[config.mk]
export PLATFORM = sky130hd
export DESIGN_NAME = pending_publish_retry_table
export DESIGN_NICKNAME = d
export VERILOG_FILES = /design/src/design/ppr_pkg.sv /design/src/design/ppr_ram.sv /design/src/design/ppr_match.sv /design/src/design/pending_publish_retry_table.sv
export SDC_FILE = /design/constraint.sdc
export NUM_CORES = 2
export LEC_CHECK = 0
export BUFFER_PORTS_ARGS = -buffer_cell sky130_fd_sc_hd__buf_4
export CORE_ASPECT_RATIO = 2
export CORE_MARGIN = 2
export CORE_UTILIZATION = 40
export CTS_CLUSTER_SIZE = 25
export DETAILED_ROUTE_END_ITERATION = 6
export PLACE_DENSITY = 0.6
export SYNTH_ARGS = -nofsm -noshare
export SYNTH_HDL_FRONTEND = slang
export SYNTH_SLANG_ARGS = --single-unit
[constraint.sdc]
create_clock -name clk_i -period 35.7 [get_ports clk_i]
set_input_delay 0 -clock clk_i [delete_from_list [all_inputs] [get_ports clk_i]]
set_output_delay 0 -clock clk_i [all_outputs]
set_load 0.01 [all_outputs]
[src/design/ppr_pkg.sv]
// ----------------------------------------------------------------------------
// ppr_pkg: shared types for the pending publish retry table
// Command, result and table entry layouts, opcodes and sequencer states.
// ----------------------------------------------------------------------------
package ppr_pkg;

  localparam int unsigned MaxResults = 16;
  localparam int unsigned ResW       = 5;

  typedef enum logic [1:0] {
    OP_ADD   = 2'd0,
    OP_DRAIN = 2'd1,
    OP_CLEAN = 2'd2,
    OP_TICK  = 2'd3
  } opcode_e;

  typedef enum logic {
    REG_DUE    = 1'b0,
    REG_ENABLE = 1'b1
  } reg_idx_e;

  typedef enum logic [2:0] {
    S_IDLE,
    S_SCAN,
    S_LAST,
    S_DONE,
    S_FLUSH
  } state_e;

  typedef struct packed {
    logic [1:0]  opcode;
    logic [15:0] msg_id;
    logic [31:0] topic_handle;
    logic [31:0] data_handle;
    logic [15:0] payload_length;
    logic [1:0]  qos_level;
    logic        retain_flag;
    logic [31:0] now_time;
  } cmd_t;

  typedef struct packed {
    logic        accepted;
    logic [4:0]  entry_count;
    logic        repub_valid;
    logic [15:0] repub_msg_id;
    logic [31:0] repub_topic_handle;
    logic [31:0] repub_data_handle;
    logic [15:0] repub_length;
    logic [1:0]  repub_qos;
    logic        repub_retain;
    logic [15:0] repub_count;
    logic        last;
  } res_t;

  typedef struct packed {
    logic [15:0] id;
    logic [31:0] topic;
    logic [31:0] data;
    logic [15:0] length;
    logic [1:0]  qos;
    logic        retain;
    logic [15:0] pub_count;
    logic [31:0] stamp;
  } entry_t;

  typedef struct packed {
    logic hit;
    logic cand;
  } match_t;

endpackage

[src/design/ppr_ram.sv]
// ----------------------------------------------------------------------------
// ppr_ram: generic single-write, single-read RAM
// One write port and one read port with registered read data.
// ----------------------------------------------------------------------------
module ppr_ram #(
  parameter int unsigned Width = 8,
  parameter int unsigned Depth = 16
) (
  input  logic                     clk_i,
  input  logic                     we_i,
  input  logic [$clog2(Depth)-1:0] waddr_i,
  input  logic [Width-1:0]         wdata_i,
  input  logic [$clog2(Depth)-1:0] raddr_i,
  output logic [Width-1:0]         rdata_o
);

  logic [Width-1:0] mem [Depth];
  logic [Width-1:0] rdata_q;

  always_ff @(posedge clk_i) begin
    if (we_i) begin
      mem[waddr_i] <= wdata_i;
    end
    rdata_q <= mem[raddr_i];
  end

  assign rdata_o = rdata_q;

endmodule

[src/design/ppr_match.sv]
// ----------------------------------------------------------------------------
// ppr_match: shared entry compare unit
// Checks one entry per cycle for an id hit and for being the next due entry.
// ----------------------------------------------------------------------------
module ppr_match (
  input  ppr_pkg::entry_t ent_i,
  input  logic            ent_valid_i,
  input  logic [15:0]     msg_id_i,
  input  logic [31:0]     now_i,
  input  logic [31:0]     due_i,
  input  logic            have_floor_i,
  input  logic [15:0]     floor_i,
  input  logic            best_found_i,
  input  logic [15:0]     best_id_i,
  output ppr_pkg::match_t match_o
);
  import ppr_pkg::*;

  logic [31:0] age;
  logic        is_due;
  logic        above_floor;
  logic        better;

  always_comb begin
    age           = now_i - ent_i.stamp;
    is_due        = age > due_i;
    above_floor   = !have_floor_i || (ent_i.id > floor_i);
    better        = !best_found_i || (ent_i.id < best_id_i);
    match_o.hit   = ent_valid_i && (ent_i.id == msg_id_i);
    match_o.cand  = ent_valid_i && is_due && above_floor && better;
  end

endmodule

[src/design/pending_publish_retry_table.sv]
// ----------------------------------------------------------------------------
// pending_publish_retry_table: retransmit table for unacknowledged publishes
// Add, drain, clean and tick scan over a table of CAPACITY entries.
// ----------------------------------------------------------------------------
// Add and drain scan the whole table before the result; clean does not scan.
// A tick scan walks the whole table once per emitted entry, through the shared
// compare unit and table RAM port, for up to 16 entries. One command at a
// time; busy holds off the next. Results are single-cycle strobes; the
// receiver cannot stall.
// Reset empties the table and loads due_duration 20, repub_enable 0.
module pending_publish_retry_table #(
  parameter int unsigned CAPACITY = 16
) (
  input  logic                  clk_i,
  input  logic                  rst_ni,
  input  logic                  start,
  output logic                  busy,
  input  ppr_pkg::cmd_t         cmd_i,
  output logic                  strobe_o,
  output ppr_pkg::res_t         res_o,
  input  logic                  psel,
  input  logic                  penable,
  input  logic                  pwrite,
  input  logic [2:0]            paddr,
  input  logic [31:0]           pwdata,
  output logic [31:0]           prdata,
  output logic                  pready
);
  import ppr_pkg::*;

  localparam int unsigned AW = $clog2(CAPACITY);
  localparam int unsigned CW = $clog2(CAPACITY + 1);

  state_e state_q, state_d;

  logic [31:0]   due_q;
  logic          en_q;
  cmd_t          cmd_q;
  logic [AW-1:0] ptr_q;
  logic          rd_vld_q;
  logic [AW-1:0] rd_slot_q;
  logic [CAPACITY-1:0] valid_q;
  logic [CW-1:0] count_q, count_d;
  logic          hit_q;
  logic [AW-1:0] hit_slot_q;
  logic          free_found_q;
  logic [AW-1:0] free_slot_q;
  logic          best_found_q;
  entry_t        best_q;
  logic [AW-1:0] best_slot_q;
  logic          have_floor_q;
  logic [15:0]   floor_q;
  logic          pend_q;
  entry_t        pend_ent_q;
  logic [ResW-1:0] nres_q;
  logic          strobe_q;
  res_t          res_q;

  logic          accept;
  logic          cfg_wr;
  logic          new_pass;
  logic          we;
  logic [AW-1:0] waddr;
  entry_t        wdata;
  entry_t        rdata;
  logic          emit;
  res_t          emit_res;
  logic          add_ok;
  logic          drain_ok;
  match_t        match;

  assign accept = start && !busy;
  assign busy   = state_q != S_IDLE;
  assign cfg_wr = psel && penable && pwrite && pready;
  assign pready = 1'b1;
  assign prdata = (reg_idx_e'(paddr[2]) == REG_ENABLE) ? {31'd0, en_q} : due_q;

  ppr_ram #(
    .Width ($bits(entry_t)),
    .Depth (CAPACITY)
  ) u_ram (
    .clk_i   (clk_i),
    .we_i    (we),
    .waddr_i (waddr),
    .wdata_i (wdata),
    .raddr_i (ptr_q),
    .rdata_o (rdata)
  );

  ppr_match u_match (
    .ent_i        (rdata),
    .ent_valid_i  (rd_vld_q && valid_q[rd_slot_q]),
    .msg_id_i     (cmd_q.msg_id),
    .now_i        (cmd_q.now_time),
    .due_i        (due_q),
    .have_floor_i (have_floor_q),
    .floor_i      (floor_q),
    .best_found_i (best_found_q),
    .best_id_i    (best_q.id),
    .match_o      (match)
  );

  // next state
  always_comb begin
    state_d = state_q;
    case (state_q)
      S_IDLE: begin
        if (accept) begin
          if (opcode_e'(cmd_i.opcode) == OP_CLEAN ||
              (opcode_e'(cmd_i.opcode) == OP_TICK && !en_q)) begin
            state_d = S_DONE;
          end else begin
            state_d = S_SCAN;
          end
        end
      end
      S_SCAN: begin
        if (ptr_q == AW'(CAPACITY - 1)) begin
          state_d = S_LAST;
        end
      end
      S_LAST:  state_d = S_DONE;
      S_DONE: begin
        if (opcode_e'(cmd_q.opcode) == OP_TICK && best_found_q) begin
          state_d = (nres_q == ResW'(MaxResults - 1)) ? S_FLUSH : S_SCAN;
        end else begin
          state_d = S_IDLE;
        end
      end
      S_FLUSH: state_d = S_IDLE;
      default: state_d = S_IDLE;
    endcase
  end

  // control outputs
  always_comb begin
    we       = 1'b0;
    waddr    = best_slot_q;
    wdata    = best_q;
    emit     = 1'b0;
    emit_res = '0;
    add_ok   = !hit_q && free_found_q;
    drain_ok = hit_q;
    count_d  = count_q;
    new_pass = (state_q == S_IDLE && state_d == S_SCAN) ||
               (state_q == S_DONE && state_d == S_SCAN);
    case (state_q)
      S_DONE: begin
        case (opcode_e'(cmd_q.opcode))
          OP_ADD: begin
            if (add_ok) begin
              we      = 1'b1;
              waddr   = free_slot_q;
              wdata   = '{id: cmd_q.msg_id, topic: cmd_q.topic_handle,
                          data: cmd_q.data_handle, length: cmd_q.payload_length,
                          qos: cmd_q.qos_level, retain: cmd_q.retain_flag,
                          pub_count: 16'd1, stamp: cmd_q.now_time};
              count_d = count_q + CW'(1);
            end
            emit              = 1'b1;
            emit_res.accepted = add_ok;
            emit_res.last     = 1'b1;
          end
          OP_DRAIN: begin
            if (drain_ok) begin
              count_d = count_q - CW'(1);
            end
            emit              = 1'b1;
            emit_res.accepted = drain_ok;
            emit_res.last     = 1'b1;
          end
          OP_CLEAN: begin
            count_d       = '0;
            emit          = 1'b1;
            emit_res.last = 1'b1;
          end
          OP_TICK: begin
            if (best_found_q) begin
              // restamp and bump the entry just picked
              we              = 1'b1;
              wdata.stamp     = cmd_q.now_time;
              wdata.pub_count = (best_q.pub_count == 16'hFFFF) ?
                                best_q.pub_count : best_q.pub_count + 16'd1;
              emit            = pend_q;
            end else begin
              emit          = 1'b1;
              emit_res.last = 1'b1;
            end
            if (pend_q) begin
              emit_res.repub_valid        = 1'b1;
              emit_res.repub_msg_id       = pend_ent_q.id;
              emit_res.repub_topic_handle = pend_ent_q.topic;
              emit_res.repub_data_handle  = pend_ent_q.data;
              emit_res.repub_length       = pend_ent_q.length;
              emit_res.repub_qos          = pend_ent_q.qos;
              emit_res.repub_retain       = pend_ent_q.retain;
              emit_res.repub_count        = pend_ent_q.pub_count;
            end
          end
          default: ;
        endcase
      end
      S_FLUSH: begin
        emit                        = 1'b1;
        emit_res.last               = 1'b1;
        emit_res.repub_valid        = 1'b1;
        emit_res.repub_msg_id       = pend_ent_q.id;
        emit_res.repub_topic_handle = pend_ent_q.topic;
        emit_res.repub_data_handle  = pend_ent_q.data;
        emit_res.repub_length       = pend_ent_q.length;
        emit_res.repub_qos          = pend_ent_q.qos;
        emit_res.repub_retain       = pend_ent_q.retain;
        emit_res.repub_count        = pend_ent_q.pub_count;
      end
      default: ;
    endcase
    emit_res.entry_count = 5'(count_d);
  end

  always_ff @(posedge clk_i or negedge rst_ni) begin
    if (!rst_ni) begin
      state_q      <= S_IDLE;
      due_q        <= 32'd20;
      en_q         <= 1'b0;
      valid_q      <= '0;
      count_q      <= '0;
      rd_vld_q     <= 1'b0;
      hit_q        <= 1'b0;
      free_found_q <= 1'b0;
      best_found_q <= 1'b0;
      have_floor_q <= 1'b0;
      pend_q       <= 1'b0;
      nres_q       <= '0;
      ptr_q        <= '0;
      strobe_q     <= 1'b0;
    end else begin
      state_q  <= state_d;
      count_q  <= count_d;
      strobe_q <= emit;
      if (cfg_wr) begin
        case (reg_idx_e'(paddr[2]))
          REG_DUE:    due_q <= pwdata;
          REG_ENABLE: en_q  <= pwdata[0];
          default: ;
        endcase
      end
      if (accept) begin
        have_floor_q <= 1'b0;
        pend_q       <= 1'b0;
        nres_q       <= '0;
      end
      if (accept || new_pass) begin
        best_found_q <= 1'b0;
      end
      if (new_pass) begin
        ptr_q        <= '0;
        hit_q        <= 1'b0;
        free_found_q <= 1'b0;
      end
      // issue one table read a cycle, compare it the cycle after
      rd_vld_q <= state_q == S_SCAN;
      if (state_q == S_SCAN) begin
        rd_slot_q <= ptr_q;
        ptr_q     <= ptr_q + AW'(1);
        if (!valid_q[ptr_q] && !free_found_q) begin
          free_found_q <= 1'b1;
          free_slot_q  <= ptr_q;
        end
      end
      if (match.hit) begin
        hit_q      <= 1'b1;
        hit_slot_q <= rd_slot_q;
      end
      if (match.cand && opcode_e'(cmd_q.opcode) == OP_TICK) begin
        best_found_q <= 1'b1;
        best_q       <= rdata;
        best_slot_q  <= rd_slot_q;
      end
      if (state_q == S_DONE) begin
        case (opcode_e'(cmd_q.opcode))
          OP_ADD:   if (add_ok) valid_q[free_slot_q] <= 1'b1;
          OP_DRAIN: if (drain_ok) valid_q[hit_slot_q] <= 1'b0;
          OP_CLEAN: valid_q <= '0;
          OP_TICK: begin
            if (best_found_q) begin
              pend_q       <= 1'b1;
              pend_ent_q   <= best_q;
              floor_q      <= best_q.id;
              have_floor_q <= 1'b1;
              nres_q       <= nres_q + ResW'(1);
            end
          end
          default: ;
        endcase
      end
    end
  end

  always_ff @(posedge clk_i) begin
    if (state_q == S_IDLE && accept) begin
      cmd_q <= cmd_i;
    end
    res_q <= emit_res;
  end

  assign strobe_o = strobe_q;
  assign res_o    = res_q;

  // a result without an entry always closes its command
  a_plain_last: assert property (@(posedge clk_i) disable iff (!rst_ni)
    strobe_o && !res_o.repub_valid |-> res_o.last)
    else $error("plain result without last");

  a_repub_not_acc: assert property (@(posedge clk_i) disable iff (!rst_ni)
    strobe_o && res_o.repub_valid |-> !res_o.accepted)
    else $error("republish result marked accepted");

  a_busy_after_start: assert property (@(posedge clk_i) disable iff (!rst_ni)
    accept |=> busy)
    else $error("command accepted but not busy");

  a_count_range: assert property (@(posedge clk_i) disable iff (!rst_ni)
    count_q <= CW'(CAPACITY))
    else $error("entry count beyond capacity");

endmodule

==> Word level (Yosys, flattened, before mapping) <==
Memories as Yosys holds them, arrays and structs flattened. A register that Yosys moved wholly into a read port is not among the register bits.
Cells that the tools add are included.
{ "classes": {"add_sub_neg": 6, "order_cmp": 9, "eq_ne": 16, "mux": 67, "bitwise": 4, "n_reduce_logical": 46} }
{ "ops": {"columns": ["op", "n"], "rows": [
  ["147-bit 2-to-1 mux", 2],
  ["117-bit case mux with 2 select lines", 1],
  ["116-bit 2-to-1 mux", 2],
  ["99-bit 2-to-1 mux", 1],
  ["48-bit case mux with 2 select lines", 1],
  ["16-bit 2-to-1 mux", 3],
  ["48-bit 2-to-1 mux", 1],
  ["16-bit case mux with 3 select lines", 1],
  ["5-bit 2-to-1 mux", 7],
  ["32-bit > comparator", 1],
  ["32-bit 2-to-1 mux", 1],
  ["32-bit subtractor", 1],
  ["1-bit 2-to-1 mux", 26],
  ["4-bit by 5-bit less-than comparator with 1-bit output, second input constant", 4],
  ["4-bit 2-to-1 mux", 5],
  ["1-bit logical AND", 18],
  ["16-bit by 1-bit adder with 16-bit output, second input constant", 1],
  ["16-bit bitwise AND", 1],
  ["16-bit == test", 1],
  ["16-bit == test, second input constant", 1],
  ["16-bit > comparator", 1],
  ["16-bit less-than comparator", 1],
  ["16-bit inverter", 1],
  ["16-bit OR", 1],
  ["other kinds (30)", 65]
]} }
{ "word_totals": {"ff_bits": 607, "ramBits": 2352, "in_bits": 174, "output_inout_bits": 158, "elab_cells": 201, "memories": 1} }
{ "mem_list": {"columns": ["name", "depth", "word_bits", "rd", "rd_clocked_by_memory_dff", "write_ports", "line_no", "rtl"], "rows": [
  ["u_ram.mem", 16, 147, 1, 1, 1, "ppr_ram.sv:17", "logic [Width-1:0] mem [Depth];"]
]} }

==> Logic depth before layout (Yosys ltp) <==
{ "logic_depth": {"word_depth": 12, "mapped_depth": 19, "ltp_nobuf": 19} }

==> Modules after synthesis <==
Synthesis repeated with hierarchy kept, for this count alone.
{ "unflattened": {"hier_cells": 5815, "area_unflattened_um2": 116264.0} }
{ "by_module_without_submodules": {"columns": ["mod", "n_inst", "cells_each", "area_each_um2", "seq_area_each_um2"], "rows": [
  ["ppr_ram", 1, 3836, 91143.7, 73570.6],
  ["pending_publish_retry_table", 1, 1495, 21644.5, 16633.5],
  ["ppr_match", 1, 484, 3475.8, 0.0]
]} }

==> Worst setup path after synthesis <==
Ideal clock, no wire load.
{ "synth_path": {"path_kind": "reg2reg", "startpoint": "register cmd_q[4] in the netlist's numbering", "endpoint": "register best_q[0] in the netlist's numbering, enable pin", "setup_ps": 877, "arrival_ps": 14349, "required_ps": 34823, "slack_ps": 20474, "stages_incl_launch_ff": 14, "path_buffers": 0, "synth_period_minus_slack_ps": 15226, "cell_sequence": "edfxtp_1 > ha_1 > a2111o_1 > o211ai_1 > a32o_1 > a21oi_1 > or4_1 > o211ai_1 > ha_1 > nand4_1 > nor4_1 > a311o_1 > or4_1 > nor3b_1"} }
{ "synth_via": {"elab_chain_cells": 7} }
{ "synth_lines": {"columns": ["element", "line_no", "rtl"], "rows": [
  ["from (decl)", "pending_publish_retry_table.sv:38", "cmd_t cmd_q;"],
  ["from (signal assigned)", "pending_publish_retry_table.sv:301", "cmd_q <= cmd_i;"],
  ["32-bit subtractor", "ppr_match.sv:25", "age = now_i - ent_i.stamp;"],
  ["32-bit > comparator", "ppr_match.sv:26", "is_due = age > due_i;"],
  ["1-bit logical AND (3 in a row)", "ppr_match.sv:30", "match_o.cand = ent_valid_i && is_due && above_floor && better;"],
  ["1-bit logical AND", "pending_publish_retry_table.sv:274", "if (match.cand && opcode_e'(cmd_q.opcode) == OP_TICK) begin"],
  ["2-bit AND reduction (no line)", null, null],
  ["to (signal assigned)", "pending_publish_retry_table.sv:276", "best_q <= rdata;"],
  ["to (decl)", "pending_publish_retry_table.sv:49", "entry_t best_q;"]
]} }
Every way passes these cells.
A chain may end at the register's enable or synchronous reset.

==> Worst setup path after layout <==
{ "layout_path": {"startpoint": "register cmd_q[4] in the netlist's numbering", "endpoint": "register best_q[107] in the netlist's numbering, enable pin"} }
The elaborated chain is that of the path after synthesis.

==> results.yml <==
clock_network:
  numCtsBuffers: 288
  clkTransAtPathRegs_ns: 0.07
  numClockSinks: 3106
  tritoncts: "built"
  htree_levels: 5
  cts_buffer_depth: 4
  root_buffer: "clkbuf_16"
  cts_resized: 0
  clk_latency_ns: 0.89
placement:
  hpwl_mm: 156
  dp.cells: 10500
  portBuffers: 328
  gp_congestion: 0.875
  placed_area_um2: 125000
sta:
  finalCriticalPeriod_ns: 6.73
  hold_viol_final: 0
  max_freq_ghz: 0.149
  max_slew_margin_pct: 15.9
  rsz0062_at_grt: "false"
  slew_violations: 0
  setup_viol_count_final: 0
  hold_slack_ns: 0.0309
  worst_pin_slew_ns: 1.25
  period_share_pct: 18.9
  finalSetupTns_ns: 0
  clock_skew_ns: 0.0634
floorplanning:
  design.core.area_um2: 293000
  die_h_um: 771
  initial_core_util_pct: 40.2
  ios: 332
  die_area_um2: 299000
  rows: 281
  die-width_um: 387
synth:
  ys_types: 77
  synth_ff_type: "edfxtp_1"
  netlist_top_cells_area: "edfxtp_1 71%, mux4_2 5.8%, dfxtp_1 4.6%, mux2i_1 3.8%, mux2_2 1.8%"
  synth-edff-count: 2763
  synth_seq_cells: 3106
  synth_seq_area_share_pct: 76.7
  yosysTopAreaCellShare_pct: 70.6
  syn_nets: 6811
  syn_area_um2: 118000
  yosysWarnings: 0
  async_flop_share_pct: 2.35
  synth_area_per_cell_um2: 18.0
  synth_top_cell_by_area: "edfxtp_1"
  syn_inst: 6532
critical_path:
  timing.rr.start: "cmd_q[4]"
  r2r_cells: 15
  crit_path_frequent_cell: "buf_4"
  slowest_stage: "buf_4"
  crit_arrival_ns: 7.22
  timing.rr.end: "best_q[107]"
  critPathCaptureType: "register"
  cp_data_required_time_ns: 36.19
  slowest_delay_ns: 0.78
  crit_type: "reg2reg"
  cp_max_fo: 41
  reg2reg_slack_ns: 28.97
  path_cells: "ha_1 > a2111o_1 > o211ai_1 > a32oi_1 > nor4_1 > or4b_1 > nand3_1 > ha_1 > nand4_1 > nor4_2 > a221oi_1 > buf_4 > nor3b_2 > buf_4 > buf_4"
  startpoint_type: "register"
run_status:
  status: "complete, no violations"
finish:
  final_cells: 11400
  fin_area_um2: 138000
  n_fill_cell: 24600
  drive_gt1_share_pct: 18.7
  final_util_pct: 47.2
  fin_nets: 7605
  area_delta_synth_final_pct: 17.4
global_route:
  antenna_found_initial: 15
  gr-usage-all-layers_pct: 20.1
  grt_pass1_wl_mm: 444
  grt_pass1_vias: 65700
  grt_max_degree: 146
  grt_remaining_overflow: 0
route:
  dr.pass1.iters: 6
  wl_per_cell_um: 26.9
  drtIter0Drc: 5316
  vias_per_cell: 5.54
  drc: 0
  finalWirelength_mm: 306
  ant_nets: 0
  dr_total_vias: 63000
job:
  cap_violations: 0
power:
  combPwrFrac_pct: 23.5
  pwr-share-clk_pct: 32.4
  power_leakage_nw: 47.3
  p_per_area_nw_per_um2: 69.7
  p_switching_mw: 2.78
  swShare_pct: 28.9
  seqPwrFrac_pct: 44.1
  vdd_ir_drop_max_v: 0.0000557
  power.internal_mw: 6.84
worst_hold_path:
  hp-class: "in2async"
-- worst max-delay path: cells and delay by family, from the launching register on --
kind,cells,cell delay (ns)
compound gates,4,1.58
fa+ha+maj,2,0.72
buf+inv,3,1.45
flops,1,0.39
simple gates,6,2.08
-- state kept, by name (all words and copies together), names as in the netlist, 16 cells and up --
| register | flops |
|---|---|
| cmd_q | 133 |
| u_ram.rdata_o | 147 |
| u_ram.mem | 2352 |
| due_q | 32 |
| res_o | 123 |
| pend_ent_q | 115 |
| valid_q | 16 |
| best_q | 147 |
-- cell type report --
type                    count  area (µm²)  area share (%)
inverters                 116         443           0.321
repair buffers            816        7290            5.28
flip-flops and latches   3106       90200            65.4
well taps                3820        4780            3.46
diodes                      2        5.00         0.00363
clock inverters           128        1400            1.01
clock buffers             390        7980            5.79
multi-input cells        2998       25900            18.7
-- power by group through the flow --
stage / Clock (mW) / Sequential (mW) / Combinational [mW]
2_1_floorplan: 0 / 4.25 / 1.64
3_3_place_gp: 0 / 4.32 / 2.22
3_5_place_dp: 0 / 4.32 / 2.23
4_1_cts: 3.18 / 4.25 / 2.28
5_1_grt: 3.31 / 4.26 / 2.46
6_report: 3.11 / 4.25 / 2.26
-- worst max-delay path by stage --
stage,to,cells past startpoint,from
floorplan,best_q[0],13,cmd_q[4]
detailed placement,best_q[91],15,cmd_q[4]
global route,u_ram.rdata_o[72],10,ptr_q[0]
global placement,best_q[91],15,cmd_q[4]
finish,best_q[107],15,cmd_q[4]
CTS,best_q[99],15,cmd_q[4]
-- synthesized netlist by cell type, types with 7 or more instances --
cell type	instances
nand2_1	524
mux2_2	183
a21boi_0	12
a21o_1	28
a221oi_1	150
nand2b_1	13
o211ai_1	7
a211oi_1	7
buf_1	39
buf_2	78
nand4_1	16
mux4_2	304
a22o_1	42
ha_1	104
nand3_1	32
xor2_1	25
nor3_1	23
o21ai_0	357
edfxtp_1	2763
a21oi_1	201
and2_1	125
dfxtp_1	270
nor4_1	10
dfrtp_1	71
xnor2_1	22
inv_1	116
a31oi_1	17
a22oi_1	147
and3_1	13
nor2_1	100
mux2i_1	444
clkbuf_1	194
nor2b_1	12
-- cell families (layout without fill, tap and decap cells) --
family	Yosys count	in the layout	synth area share, %
other	1	3	0.00319
buffers and inverters	428	1450	1.45
AO/OA/AOI/OAI	1022	1022	5.59
flip-flops	3106	3106	76.7
AND/OR/NAND/NOR	892	892	3.39
adder cells (fa/ha/maj)	105	105	1.12
XOR/XNOR	47	47	0.350
multiplexers	931	931	11.4
-- timing repair --
item / 4_1_cts / 5_1_grt
hold buffers: 369 / 0
endpoints found under the hold margin: 338 / 0
setup buffers: 0 / 0
setup endpoints to repair: 0 / 0
-- through the flow --
step / power, mW / setup slack, ns
2_1_floorplan: 5.89 / 20.47
3_3_place_gp: 6.54 / 29.03
3_5_place_dp: 6.56 / 29.10
4_1_cts: 9.72 / 29.08
5_1_grt: 10.0 / 28.67
6_report: 9.62 / 28.97
-- routing by layer --
layer  GRT usage, %  up-vias  part of all wire, %  wire length [µm]
met5              0        -               0.0029                 9
met4           5.72        2                  2.7              8240
met1           25.5    33000                   40            123000
li1               -    27300                    -                 -
met3           2.56      522                  5.4             16600
met2           36.1     2122                   52            158000
-- cell usage in the layout (no fill, tap or decap), types with 150 or more instances in the layout --
cell type / count
mux4_2: 304
a21oi_1: 201
nand2_1: 522
buf_4: 428
dfxtp_1: 270
clkbuf_16: 295
mux2_2: 183
dlygate4sd3_1: 369
a221oi_1: 150
o21ai_0: 356
edfxtp_1: 2763
mux2i_1: 444
No activity file was read; power rests on OpenSTA's default activity.
